`config.mk`:
```
export PLATFORM = sky130hd
export DESIGN_NAME = knob_detent_and_flywheel_coast
export DESIGN_NICKNAME = d
export VERILOG_FILES = /design/src/hdl/kdfc_pkg.sv /design/src/hdl/knob_detent_and_flywheel_coast.sv /design/src/hdl/kdfc_flywheel.sv
export SDC_FILE = /design/constraint.sdc
export NUM_CORES = 2
export LEC_CHECK = 0
export ABC_AREA = 1
export BUFFER_PORTS_ARGS = -buffer_cell sky130_fd_sc_hd__buf_2
export CORE_ASPECT_RATIO = 1.5
export CORE_MARGIN = 1.5
export CORE_UTILIZATION = 25
export DETAILED_ROUTE_END_ITERATION = 12
export GPL_TIMING_DRIVEN = 1
export HOLD_SLACK_MARGIN = 0.03
export SYNTH_ARGS = -nofsm -noshare
export SYNTH_HDL_FRONTEND = slang
export SYNTH_SLANG_ARGS = --single-unit
```
`constraint.sdc`:
```
create_clock -name clk -period 10.4 [get_ports clk]
set_input_delay 0.52 -clock clk [delete_from_list [all_inputs] [get_ports clk]]
set_output_delay 0.52 -clock clk [all_outputs]
set_load 0.03 [all_outputs]
```
`src/hdl/kdfc_pkg.sv`:
```
`timescale 1ns / 1ps

package kdfc_pkg;

  // fixed-point format of angles and speeds
  localparam int FRAC_BITS  = 16;
  localparam int DECAY_BITS = 16;

  // field and register widths
  localparam int DATA_W    = 32;
  localparam int FUNC_W    = 2;
  localparam int STEP_W    = 2;
  localparam int RPP_W     = 19;
  localparam int DECAY_W   = 17;
  localparam int SPEED_W   = 31;
  localparam int CFG_IDX_W = 2;
  localparam int CFG_DAT_W = 31;

  // reset values of the registers; all but the decay factor are derived from the fraction width
  localparam longint TWO_PI_Q24 = 64'd105414357;
  localparam longint RESET_PPR  = 64'd24;
  localparam logic [RPP_W-1:0] RPP_RESET =
    RPP_W'((TWO_PI_Q24 >> (24 - FRAC_BITS)) / RESET_PPR);
  localparam logic [DECAY_W-1:0] DECAY_RESET    = DECAY_W'(65503);
  localparam logic [SPEED_W-1:0] STOP_RESET     = SPEED_W'(64'd1 << (FRAC_BITS - 1));
  localparam logic [SPEED_W-1:0] DEADBAND_RESET = SPEED_W'(64'd1 << (FRAC_BITS - 2));

  // item function codes
  typedef enum logic [FUNC_W-1:0] {
    FUNC_TICK   = 2'd0,
    FUNC_POLL   = 2'd1,
    FUNC_ENABLE = 2'd2
  } func_t;

  // configuration register indexes
  typedef enum logic [CFG_IDX_W-1:0] {
    REG_RAD_PER_PULSE  = 2'd0,
    REG_DECAY_FACTOR   = 2'd1,
    REG_STOP_SPEED     = 2'd2,
    REG_ADOPT_DEADBAND = 2'd3
  } cfg_reg_t;

  // report step codes
  localparam logic [STEP_W-1:0] STEP_NONE = 2'b00;
  localparam logic [STEP_W-1:0] STEP_UP   = 2'b01;
  localparam logic [STEP_W-1:0] STEP_DOWN = 2'b11;

endpackage

```
`src/hdl/knob_detent_and_flywheel_coast.sv`:
```
`timescale 1ns / 1ps

// detent counter and flywheel coast for a motorized knob
//
// input channel (in_valid/in_ready) carries one word per item: a tick,
// a report poll or an enable command, with the knob position and speed.
// result channel (out_valid/out_ready) gives exactly one word per item:
// the velocity target and, for a poll, the report flag and step.
// cfg_we/cfg_index/cfg_data write one of the four settings per cycle;
// write them only while no item is in flight.
//
// an accepted word is held in the input register, and its result is
// loaded into the output register when that register is free or drains;
// the result then stays on the out_ ports until it is taken. throughput
// is one item per cycle while the receiver takes every result; the
// flywheel multiply (32x17) and its compares set the clock.
// when the receiver stalls, the output register holds; the input
// register still takes one more word, then in_ready drops.
// reset clears the state, both valid flags and loads the default settings.

module knob_detent_and_flywheel_coast import kdfc_pkg::*; (
  input  logic                        clk,
  input  logic                        rst_n,
  input  logic                        cfg_we,
  input  logic [CFG_IDX_W-1:0]        cfg_index,
  input  logic [CFG_DAT_W-1:0]        cfg_data,
  input  logic                        in_valid,
  output logic                        in_ready,
  input  logic [FUNC_W-1:0]           in_func,
  input  logic signed [DATA_W-1:0]    in_knob_position,
  input  logic signed [DATA_W-1:0]    in_knob_speed,
  output logic                        out_valid,
  input  logic                        out_ready,
  output logic signed [DATA_W-1:0]    out_velocity_target,
  output logic                        out_report_ready,
  output logic signed [STEP_W-1:0]    out_report_step
);

  // settings
  logic [RPP_W-1:0]   rad_per_pulse_r;
  logic [DECAY_W-1:0] decay_factor_r;
  logic [SPEED_W-1:0] stop_speed_r;
  logic [SPEED_W-1:0] adopt_deadband_r;

  // knob state
  logic [DATA_W-1:0] reference_angle_r, reference_angle_nxt;
  logic [DATA_W-1:0] pulse_count_r,     pulse_count_nxt;
  logic [DATA_W-1:0] reported_count_r,  reported_count_nxt;
  logic [DATA_W-1:0] flywheel_speed_r,  flywheel_speed_nxt;

  // input register
  logic              s1_valid_r;
  logic [FUNC_W-1:0] s1_func_r;
  logic [DATA_W-1:0] s1_pos_r;
  logic [DATA_W-1:0] s1_spd_r;

  // output register
  logic              out_valid_r;
  logic [DATA_W-1:0] out_velocity_r;
  logic              out_ready_flag_r, out_ready_flag_nxt;
  logic [STEP_W-1:0] out_step_r,       out_step_nxt;

  logic advance;

  // tick datapath
  logic [DATA_W:0]   move;
  logic [DATA_W+1:0] move_x2;
  logic [DATA_W+1:0] rpp_ext;
  logic              step_up;
  logic              step_down;
  logic [DATA_W-1:0] fw_tick;

  // the input register moves on when the output register is free or drains
  assign advance  = s1_valid_r && (!out_valid_r || out_ready);
  assign in_ready = !s1_valid_r || advance;

  assign out_valid           = out_valid_r;
  assign out_velocity_target = out_velocity_r;
  assign out_report_ready    = out_ready_flag_r;
  assign out_report_step     = out_step_r;

  // exact move from the reference, compared as twice the move
  assign move      = {s1_pos_r[DATA_W-1], s1_pos_r}
                   - {reference_angle_r[DATA_W-1], reference_angle_r};
  assign move_x2   = {move, 1'b0};
  assign rpp_ext   = {{(DATA_W+2-RPP_W){1'b0}}, rad_per_pulse_r};
  assign step_up   = $signed(move_x2) >= $signed(rpp_ext);
  assign step_down = $signed(move_x2) <= -$signed(rpp_ext);

  kdfc_flywheel u_flywheel (
    .fw             (flywheel_speed_r),
    .spd            (s1_spd_r),
    .decay_factor   (decay_factor_r),
    .stop_speed     (stop_speed_r),
    .adopt_deadband (adopt_deadband_r),
    .fw_nxt         (fw_tick)
  );

  // next state and result of the word in the input register
  always_comb begin
    reference_angle_nxt = reference_angle_r;
    pulse_count_nxt     = pulse_count_r;
    reported_count_nxt  = reported_count_r;
    flywheel_speed_nxt  = flywheel_speed_r;
    out_ready_flag_nxt  = 1'b0;
    out_step_nxt        = STEP_NONE;
    case (s1_func_r)
      FUNC_TICK: begin
        if (step_up) begin
          reference_angle_nxt = reference_angle_r + {{(DATA_W-RPP_W){1'b0}}, rad_per_pulse_r};
          pulse_count_nxt     = pulse_count_r + DATA_W'(1);
        end else if (step_down) begin
          reference_angle_nxt = reference_angle_r - {{(DATA_W-RPP_W){1'b0}}, rad_per_pulse_r};
          pulse_count_nxt     = pulse_count_r - DATA_W'(1);
        end
        flywheel_speed_nxt = fw_tick;
      end
      FUNC_POLL: begin
        if (pulse_count_r != reported_count_r) begin
          out_ready_flag_nxt = 1'b1;
          out_step_nxt       = ($signed(pulse_count_r) > $signed(reported_count_r)) ?
                               STEP_UP : STEP_DOWN;
          reported_count_nxt = pulse_count_r;
        end
      end
      FUNC_ENABLE: begin
        // rezero on the current position
        reference_angle_nxt = s1_pos_r;
        pulse_count_nxt     = '0;
        reported_count_nxt  = '0;
        flywheel_speed_nxt  = '0;
      end
      default: begin
        // unused code leaves the state alone
      end
    endcase
  end

  // settings
  always_ff @(posedge clk) begin
    if (!rst_n) begin
      rad_per_pulse_r  <= RPP_RESET;
      decay_factor_r   <= DECAY_RESET;
      stop_speed_r     <= STOP_RESET;
      adopt_deadband_r <= DEADBAND_RESET;
    end else if (cfg_we) begin
      unique case (cfg_index)
        REG_RAD_PER_PULSE:  rad_per_pulse_r  <= cfg_data[RPP_W-1:0];
        REG_DECAY_FACTOR:   decay_factor_r   <= cfg_data[DECAY_W-1:0];
        REG_STOP_SPEED:     stop_speed_r     <= cfg_data[SPEED_W-1:0];
        REG_ADOPT_DEADBAND: adopt_deadband_r <= cfg_data[SPEED_W-1:0];
      endcase
    end
  end

  // state and valid flags
  always_ff @(posedge clk) begin
    if (!rst_n) begin
      reference_angle_r <= '0;
      pulse_count_r     <= '0;
      reported_count_r  <= '0;
      flywheel_speed_r  <= '0;
      s1_valid_r        <= 1'b0;
      out_valid_r       <= 1'b0;
    end else begin
      if (in_ready) begin
        s1_valid_r <= in_valid;
      end
      if (advance) begin
        reference_angle_r <= reference_angle_nxt;
        pulse_count_r     <= pulse_count_nxt;
        reported_count_r  <= reported_count_nxt;
        flywheel_speed_r  <= flywheel_speed_nxt;
        out_valid_r       <= 1'b1;
      end else if (out_ready) begin
        out_valid_r <= 1'b0;
      end
    end
  end

  // payload registers
  always_ff @(posedge clk) begin
    if (in_valid && in_ready) begin
      s1_func_r <= in_func;
      s1_pos_r  <= in_knob_position;
      s1_spd_r  <= in_knob_speed;
    end
    if (advance) begin
      out_velocity_r   <= flywheel_speed_nxt;
      out_ready_flag_r <= out_ready_flag_nxt;
      out_step_r       <= out_step_nxt;
    end
  end

endmodule

```
`src/hdl/kdfc_flywheel.sv`:
```
`timescale 1ns / 1ps

module kdfc_flywheel import kdfc_pkg::*; (
  input  logic [DATA_W-1:0]  fw,
  input  logic [DATA_W-1:0]  spd,
  input  logic [DECAY_W-1:0] decay_factor,
  input  logic [SPEED_W-1:0] stop_speed,
  input  logic [SPEED_W-1:0] adopt_deadband,
  output logic [DATA_W-1:0]  fw_nxt
);

  logic [DATA_W-1:0]         fw_mag;
  logic [DATA_W-1:0]         spd_mag;
  logic [DATA_W:0]           adopt_lim;
  logic [DATA_W+DECAY_W-1:0] prod;
  logic [DATA_W:0]           dec_mag;

  // magnitudes are exact as unsigned 32-bit values
  assign fw_mag    = fw[DATA_W-1]  ? (~fw + DATA_W'(1))  : fw;
  assign spd_mag   = spd[DATA_W-1] ? (~spd + DATA_W'(1)) : spd;
  assign adopt_lim = {1'b0, fw_mag} + {2'b00, adopt_deadband};
  assign prod      = {{DECAY_W{1'b0}}, fw_mag} * {{DATA_W{1'b0}}, decay_factor};
  assign dec_mag   = prod[DATA_W+DECAY_W-1:DECAY_BITS];

  always_comb begin
    priority if (spd_mag < {1'b0, stop_speed}) begin
      fw_nxt = '0;
    end else if ({1'b0, spd_mag} > adopt_lim) begin
      fw_nxt = spd;
    end else if (dec_mag < {2'b00, stop_speed}) begin
      fw_nxt = '0;
    end else if (!fw[DATA_W-1]) begin
      // positive decay result, clamp at the top of the range
      if (dec_mag > {2'b00, {(DATA_W-1){1'b1}}}) begin
        fw_nxt = {1'b0, {(DATA_W-1){1'b1}}};
      end else begin
        fw_nxt = dec_mag[DATA_W-1:0];
      end
    end else begin
      // negative decay result, clamp at the bottom of the range
      if (dec_mag > {2'b01, {(DATA_W-1){1'b0}}}) begin
        fw_nxt = {1'b1, {(DATA_W-1){1'b0}}};
      end else begin
        fw_nxt = ~dec_mag[DATA_W-1:0] + DATA_W'(1);
      end
    end
  end

endmodule
```
# Word level (Yosys, flattened, before mapping)
# Index checks and enable logic that the tools add are counted.
dict set report word_totals {
  wordCells 85
  regBits 329
  input_bits 104
  out_inout_bits 37
}
dict set report classes {
  bitwise 3
  n_eq_ne 8
  add_sub_neg 10
  n_mux 21
  n_reduce_logical 18
  multipliers 1
  order_cmp 8
}
# operator count
set op_table {}
lappend op_table {{32-bit two-way mux} 13}
lappend op_table {{32-bit case mux with 2 select lines} 4}
lappend op_table {{32-bit by 1-bit adder with 32-bit output, second input constant} 4}
lappend op_table {{32-bit NOT} 3}
lappend op_table {{32-bit by 17-bit multiplier with 49-bit output} 1}
lappend op_table {{34-bit by 20-bit greater-or-equal comparator with 1-bit output} 1}
lappend op_table {{34-bit <= comparator} 1}
lappend op_table {{19-bit negator with 34-bit output} 1}
lappend op_table {{32-bit by 31-bit adder with 33-bit output} 1}
lappend op_table {{32-bit by 33-bit > comparator with 1-bit output} 1}
lappend op_table {{33-bit by 31-bit > comparator with 1-bit output, second input constant} 1}
lappend op_table {{33-bit by 32-bit > comparator with 1-bit output, second input constant} 1}
lappend op_table {{33-bit by 31-bit < comparator with 1-bit output} 1}
lappend op_table {{32-bit by 32-bit subtractor with 33-bit output} 1}
lappend op_table {{32-bit by 19-bit adder with 32-bit output} 1}
lappend op_table {{32-bit > comparator} 1}
lappend op_table {{32-bit by 31-bit < comparator with 1-bit output} 1}
lappend op_table {{32-bit != test} 1}
lappend op_table {{32-bit by 1-bit subtractor with 32-bit output, second input constant} 1}
lappend op_table {{32-bit by 19-bit subtractor with 32-bit output} 1}
lappend op_table {{2-bit AND reduction} 5}
lappend op_table {{2-bit == test, second input constant} 3}
lappend op_table {{3-bit AND reduction} 2}
lappend op_table {{2-bit nonzero test} 3}
lappend op_table {{9 further kinds} 16}

# Depth between registers and ports, before layout
dict set report logic_depth {
  depth_word 12
  depth_mapped 56
  depth_no_buf 54
}

# Hierarchy
# From an unflattened synthesis, not the netlist that was laid out.
dict set report hier_totals {
  cells_unflattened 6540
  hier_area_um2 45915.3
}
# module instances cells_per_inst area_per_inst_um2 seq_area_each_um2
set modules_own_cells {}
lappend modules_own_cells {kdfc_flywheel 1 3839 25979.9 0.0}
lappend modules_own_cells {knob_detent_and_flywheel_coast 1 2701 19935.4 7597.3}

# Worst setup path after synthesis
# Ideal clock, no wire load.
dict set report synth_path {
  path_kind {register to register}
  start {register flywheel_speed_r[0]}
  end {register out_velocity_r[29] (netlist: out_velocity_target[29]), data pin}
  t_required_ns 10.144
  arrival_time_ns 8.335
  period_less_slack_ns 8.592
  setup_slack_ns 1.808
  path_stages_with_launch 54
  path_buffers 3
  setup_ns 0.256
  path_cell_list {dfxtp_1 buf_2 inv_2 ha_1 inv_1 nor3_1 inv_1 nor2_1 nand2_1 o21ai_0 o21ai_0 or2_2 nand2_1 inv_1 clkbuf_1 nand2_1 fa_1 fa_1 [18 not listed] inv_1 ha_1 nand2_1 nor2_1 nand2_1 o211ai_1 nand2_1 o2111ai_1 o21ai_0 nand2_1 nand2_1 nand2_1 nand3_1 nand2_1 buf_2 nand3_1 nand2_1 a22o_1}
}
dict set report synth_via {
  elab_chain_cells 12
  elab_cells_between_ends 18
  classes_between {add/sub: 3; mul: 1; order compare: 4; mux: 8; bitwise: 2}
}
# item line
set synth_lines {}
lappend synth_lines {{start: declaration} knob_detent_and_flywheel_coast.sv:49} ;# logic [DATA_W-1:0] flywheel_speed_r, flywheel_speed_nxt;
lappend synth_lines {{start signal: assignment} knob_detent_and_flywheel_coast.sv:173} ;# flywheel_speed_r <= flywheel_speed_nxt;
lappend synth_lines {{32-bit NOT} kdfc_flywheel.sv:19} ;# assign fw_mag = fw[DATA_W-1] ? (~fw + DATA_W'(1)) : fw;
lappend synth_lines {{32-bit by 1-bit adder with 32-bit output} kdfc_flywheel.sv:19}
lappend synth_lines {{32-bit two-way mux (*)} kdfc_flywheel.sv:19}
lappend synth_lines {{32-bit by 17-bit multiplier with 49-bit output} kdfc_flywheel.sv:22} ;# assign prod = {{DECAY_W{1'b0}}, fw_mag} * {{DATA_W{1'b0}}, decay_factor};
lappend synth_lines {{32-bit NOT} kdfc_flywheel.sv:44} ;# fw_nxt = ~dec_mag[DATA_W-1:0] + DATA_W'(1);
lappend synth_lines {{32-bit by 1-bit adder with 32-bit output} kdfc_flywheel.sv:44}
lappend synth_lines {{32-bit two-way mux} kdfc_flywheel.sv:41} ;# if (dec_mag > {2'b01, {(DATA_W-1){1'b0}}}) begin
lappend synth_lines {{32-bit two-way mux} kdfc_flywheel.sv:32} ;# end else if (!fw[DATA_W-1]) begin
lappend synth_lines {{32-bit two-way mux} kdfc_flywheel.sv:30} ;# end else if (dec_mag < {2'b00, stop_speed}) begin
lappend synth_lines {{32-bit two-way mux (*)} kdfc_flywheel.sv:28} ;# end else if ({1'b0, spd_mag} > adopt_lim) begin
lappend synth_lines {{32-bit two-way mux (*)} kdfc_flywheel.sv:26} ;# priority if (spd_mag < {1'b0, stop_speed}) begin
lappend synth_lines {{32-bit case mux with 2 select lines (*)} knob_detent_and_flywheel_coast.sv:107} ;# case (s1_func_r)
lappend synth_lines {{net flywheel_speed_nxt[29]} knob_detent_and_flywheel_coast.sv:49}
lappend synth_lines {{end signal: assignment} knob_detent_and_flywheel_coast.sv:189} ;# out_velocity_r <= flywheel_speed_nxt;
lappend synth_lines {{end: declaration} knob_detent_and_flywheel_coast.sv:59} ;# logic [DATA_W-1:0] out_velocity_r;
# The timed path passes the listed nets; every way through them passes the cells marked *.
# A chain may end at the register's enable or synchronous reset.

# Worst setup path after layout
dict set report layout_path {
  start {register flywheel_speed_r[15]}
  end {register flywheel_speed_r[7]}
}
dict set report layout_via {
  elab_chain_cells 12
  elab_cells_between_ends 18
  classes_between {add/sub: 3; mul: 1; order compare: 4; mux: 8; bitwise: 2}
}
# item line
set layout_lines {}
lappend layout_lines {{32-bit NOT} kdfc_flywheel.sv:19}
lappend layout_lines {{32-bit by 1-bit adder with 32-bit output} kdfc_flywheel.sv:19}
lappend layout_lines {{32-bit two-way mux (*)} kdfc_flywheel.sv:19}
lappend layout_lines {{32-bit by 17-bit multiplier with 49-bit output} kdfc_flywheel.sv:22}
lappend layout_lines {{32-bit NOT} kdfc_flywheel.sv:44}
lappend layout_lines {{32-bit by 1-bit adder with 32-bit output} kdfc_flywheel.sv:44}
lappend layout_lines {{32-bit two-way mux} kdfc_flywheel.sv:41}
lappend layout_lines {{32-bit two-way mux} kdfc_flywheel.sv:32}
lappend layout_lines {{32-bit two-way mux} kdfc_flywheel.sv:30}
lappend layout_lines {{32-bit two-way mux (*)} kdfc_flywheel.sv:28}
lappend layout_lines {{32-bit two-way mux (*)} kdfc_flywheel.sv:26}
lappend layout_lines {{32-bit case mux with 2 select lines (*)} knob_detent_and_flywheel_coast.sv:107}
# Every way passes the cells marked *; elsewhere a longest branch is shown, timed or not.

==> Flow_metrics.wiki <==
{| class="wikitable"
! Metric !! Value
|-
| Largest stage delay, worst path || 0.58 ns
|-
| Global-route congestion overflow total || 0
|-
| Vias after detailed routing || 43,900
|-
| Via/cell ratio || 4.85
|-
| DRC violation count after routing || 0
|-
| Number of synthesis warnings || 0
|-
| Max rail drop VDD || 0.000170 V
|-
| Final setup violation count || 0
|-
| Worst hold-check path type || input port to register
|-
| Gate count of the mapped netlist || 6,443
|-
| Remaining number of nets flagged by the antenna check after routing || 0
|-
| Fraction of the yosys area taken by sequential cells || 0.168
|-
| Antenna violations before repair || 25
|-
| Routability-driven placement congestion ratio || 1.02
|-
| Arr. time, crit path || 10.51 ns
|-
| Input/output buffers || 140
|-
| Setup ws final || 0.417 ns
|-
| Top cell type by total area after synthesis || sky130_fd_sc_hd__fa_1
|-
| Most common cell on crit path || sky130_fd_sc_hd__nand2_1
|-
| Global-route wire length before repair || 279 mm
|-
| Number of hold-repair buffers added at the cts stage || 0
|-
| Kind of critical path || register to register
|-
| Die Height || 524 um
|-
| Final Slew Violations || 0
|-
| Worst-case register-to-register setup slack || 0.42 ns
|-
| H-Tree Depth || 2
|-
| Final HPWL from detailed placement || 158 mm
|-
| Min cycle time layout || 9.98 ns
|-
| Worst R2R Start || flywheel_speed_r[15]
|-
| Clock insertion delay at the later pin of the skew report || 0.62 ns
|-
| Vias in the first global route || 44,900
|-
| Cts bufs inserted || 40
|-
| Pin count of the biggest net entering global routing || 92
|-
| Synthesized area || 0.0452 mm2
|-
| Area growth syn-to-layout || 12.8%
|-
| Destination of the worst hold path || s1_spd_r[15]
|-
| Initial standard-cell utilization of the core || 0.252
|-
| Clock-pin transition on the worst setup and hold timing paths || 0.07 ns
|-
| Unique cell type count in the Yosys netlist || 66
|-
| Most frequently used flop master after synthesis || sky130_fd_sc_hd__dfxtp_1
|-
| Startpoint of the lowest-slack hold path || in_knob_speed[15]
|-
| Result of the run || completed
|-
| Nets in the synthesized netlist || 7,424
|-
| Worst Skew || 0.0165 ns
|-
| Reg-to-reg endpoint || flywheel_speed_r[7]
|-
| Initial detailed-routing violation count || 3,098
|-
| Cell types with the largest area share after synthesis || sky130_fd_sc_hd__fa_1 20%, sky130_fd_sc_hd__nand2_1 13%, sky130_fd_sc_hd__ha_1 12%, sky130_fd_sc_hd__dfxtp_1 10%, sky130_fd_sc_hd__inv_1 9.6%
|-
| Layout cell share with drive strength beyond 1 || 0.0818
|-
| Detailed Routing Iterations Pass 1 || 9
|-
| Type of element launching the critical path || register
|-
| Max-cap viol count || 0
|-
| Final Net Count || 7,577
|-
| Type of element capturing the critical path || register
|-
| Area of the core || 0.179 mm2
|-
| Post-Route WL || 189 mm
|-
| Clock tree from TritonCTS || yes
|-
| Required @ worst endpoint || 10.93 ns
|-
| Final instance area || 0.0509 mm2
|-
| Crit-path max FO || 19
|-
| Die Footprint || 0.183 mm2
|-
| Row count || 190
|-
| R2R cell count || 43
|-
| Slew @ Worst Pin || 1.38 ns
|-
| Average wire per cell in the routed design || 20.9 um
|-
| Min-Delay Path Depth || 1
|-
| Register bit total from synthesis || 329
|-
| EDFF count, synth || 101
|-
| Root buffer cell || sky130_fd_sc_hd__clkbuf_16
|-
| FFs w/ async S/R, synth || 0
|-
| Headroom to the max-slew limit || 0.0762
|-
| Maximum clock frequency || 100 MHz
|-
| Mean area per synthesized cell || 7.01 um2
|-
| Power density of the placed cells || 134 mW/mm2
|-
| Hold violation total from the final report || 0
|-
| Area after detailed placement || 0.0494 mm2
|-
| Total number of clock tree sinks || 329
|-
| Share of the synthesized area in the top cell type || 0.200
|-
| Maximum buffer depth of the clock tree || 3
|-
| Die span in x || 350 um
|-
| Standby leakage power || 0.0254 uW
|-
| Total global-route track usage || 0.205
|-
| I/O pin count || 141
|-
| Post-Place Worst Slack || -0.0122 ns
|-
| Master of the slowest instance on the critical path || sky130_fd_sc_hd__fa_1
|-
| Final period util || 0.960
|}
-- registers in the layout (all words and copies together), names as in the netlist --
register / flops
reference_angle_r: 32
s1_func_r: 2
out_report_step: 2
reported_count_r: 32
pulse_count_r: 32
stop_speed_r: 31
out_velocity_target: 32
s1_valid_r: 1
s1_spd_r: 32
flywheel_speed_r: 32
s1_pos_r: 32
adopt_deadband_r: 31
out_report_ready: 1
decay_factor_r: 17
rad_per_pulse_r: 19
out_valid: 1
-- cell families (layout without fill, tap and decap cells) --
| family | after synthesis | count (layout) | synth area share |
|---|---|---|---|
| compound gates | 971 | 971 | 0.119 |
| xor+xnor | 131 | 131 | 0.0256 |
| fa+ha+maj | 877 | 877 | 0.318 |
| buf+inv | 1402 | 1587 | 0.119 |
| flops | 329 | 329 | 0.168 |
| other cells | 0 | 9 | 0 |
| simple gates | 2733 | 2733 | 0.250 |
-- critical path: cells and delay by family, from the launching register on --
kind                       cells  cell delay (ns)
AOI/OAI and AO/OA              2             0.33
adders and majority gates      8             3.92
DFF                            1             0.38
buffers and inverters          9             1.48
xor gates and xnor gates       1             0.14
and+or+nand+nor               23             3.63
-- through the flow --
stage	hold slack, ns	util	total power, uW	setup TNS [ns]	instances
floorplan	0.435	-	3870	0	6443
finish	0.0739	0.284	6830	0	9037
global route	0.0551	0.284	7310	-0.164	9028
detailed placement	0.456	0.276	5270	-0.0161	8950
global placement	0.453	0.276	5260	0	8950
CTS	0.0388	0.283	6810	0	9024
-- Yosys cell counts, types with 12 or more instances --
| cell | count |
|---|---|
| sky130_fd_sc_hd__xor2_1 | 96 |
| sky130_fd_sc_hd__inv_2 | 17 |
| sky130_fd_sc_hd__xnor2_1 | 34 |
| sky130_fd_sc_hd__nor3_1 | 49 |
| sky130_fd_sc_hd__a21o_1 | 12 |
| sky130_fd_sc_hd__nand3_1 | 264 |
| sky130_fd_sc_hd__nor2_1 | 651 |
| sky130_fd_sc_hd__o21ai_1 | 23 |
| sky130_fd_sc_hd__clkinv_1 | 24 |
| sky130_fd_sc_hd__edfxtp_1 | 101 |
| sky130_fd_sc_hd__o211ai_1 | 28 |
| sky130_fd_sc_hd__inv_1 | 1157 |
| sky130_fd_sc_hd__a31oi_1 | 21 |
| sky130_fd_sc_hd__a21oi_1 | 449 |
| sky130_fd_sc_hd__clkbuf_1 | 159 |
| sky130_fd_sc_hd__nor4_1 | 25 |
| sky130_fd_sc_hd__nand2_1 | 1566 |
| sky130_fd_sc_hd__nand4_1 | 81 |
| sky130_fd_sc_hd__ha_1 | 425 |
| sky130_fd_sc_hd__o21ai_0 | 321 |
| sky130_fd_sc_hd__nand3b_1 | 12 |
| sky130_fd_sc_hd__or2_2 | 17 |
| sky130_fd_sc_hd__dfxtp_1 | 228 |
| sky130_fd_sc_hd__a211oi_1 | 39 |
| sky130_fd_sc_hd__fa_1 | 452 |
| sky130_fd_sc_hd__o21bai_1 | 14 |
| sky130_fd_sc_hd__nand2_2 | 22 |
| sky130_fd_sc_hd__buf_2 | 27 |
| sky130_fd_sc_hd__nor2_2 | 14 |
-- metal layers --
| layer | vias to the layer above | wire, um | global-route usage | share of wire |
|---|---|---|---|---|
| met3 | 522 | 11100 | 0.0267 | 0.059 |
| met5 | - | 67 | 0 | 0.00035 |
| met2 | 1668 | 91800 | 0.363 | 0.49 |
| met4 | 10 | 15600 | 0.139 | 0.083 |
| met1 | 21100 | 70300 | 0.226 | 0.37 |
| li1 | 20600 | - | - | - |
-- worst max-delay path by stage --
stage,start,to
after global routing,flywheel_speed_r[2],flywheel_speed_r[16]
final,flywheel_speed_r[15],flywheel_speed_r[7]
after CTS,flywheel_speed_r[2],flywheel_speed_r[9]
after floorplan,flywheel_speed_r[0],out_velocity_target[29]
after detailed placement,flywheel_speed_r[2],flywheel_speed_r[9]
after global placement,flywheel_speed_r[2],flywheel_speed_r[16]
-- what timing repair did --
item,CTS,global route
endpoints found under the setup margin,36,64
endpoints found under the hold margin,0,0
gates resized for setup,1,42
pin swaps,0,1
buffers inserted,0,4
-- report_power, final --
group          switching (uW)  total (uW)  internal, uW  leakage [uW]
Sequential               80.6        1480          1400       0.00284
Combinational            2600        3850          1250        0.0219
Clock                     690        1500           808      0.000637
Total                    3370        6830          3460        0.0254
-- final cells by class --
cell class	instances	area [um2]
antenna	9	22.5
clock buffer	43	1010
clock inverter	31	343
fill	19800	128000
inverter	1199	4510
multi-input combinational	4712	32300
sequential	329	7600
tap	2400	3000
timing repair buffer	314	2110
-- placed cells by master, fill, tap and decap left out, types with 96 or more instances in the layout --
cell type / n
sky130_fd_sc_hd__inv_1: 1151
sky130_fd_sc_hd__nand3_1: 263
sky130_fd_sc_hd__nor2_1: 638
sky130_fd_sc_hd__ha_1: 420
sky130_fd_sc_hd__a21oi_1: 447
sky130_fd_sc_hd__fa_1: 452
sky130_fd_sc_hd__o21ai_0: 320
sky130_fd_sc_hd__nand2_1: 1559
sky130_fd_sc_hd__edfxtp_1: 101
sky130_fd_sc_hd__buf_2: 139
sky130_fd_sc_hd__buf_4: 164
sky130_fd_sc_hd__xor2_1: 96
sky130_fd_sc_hd__dfxtp_1: 222
Power figures use the tool's default switching activity.
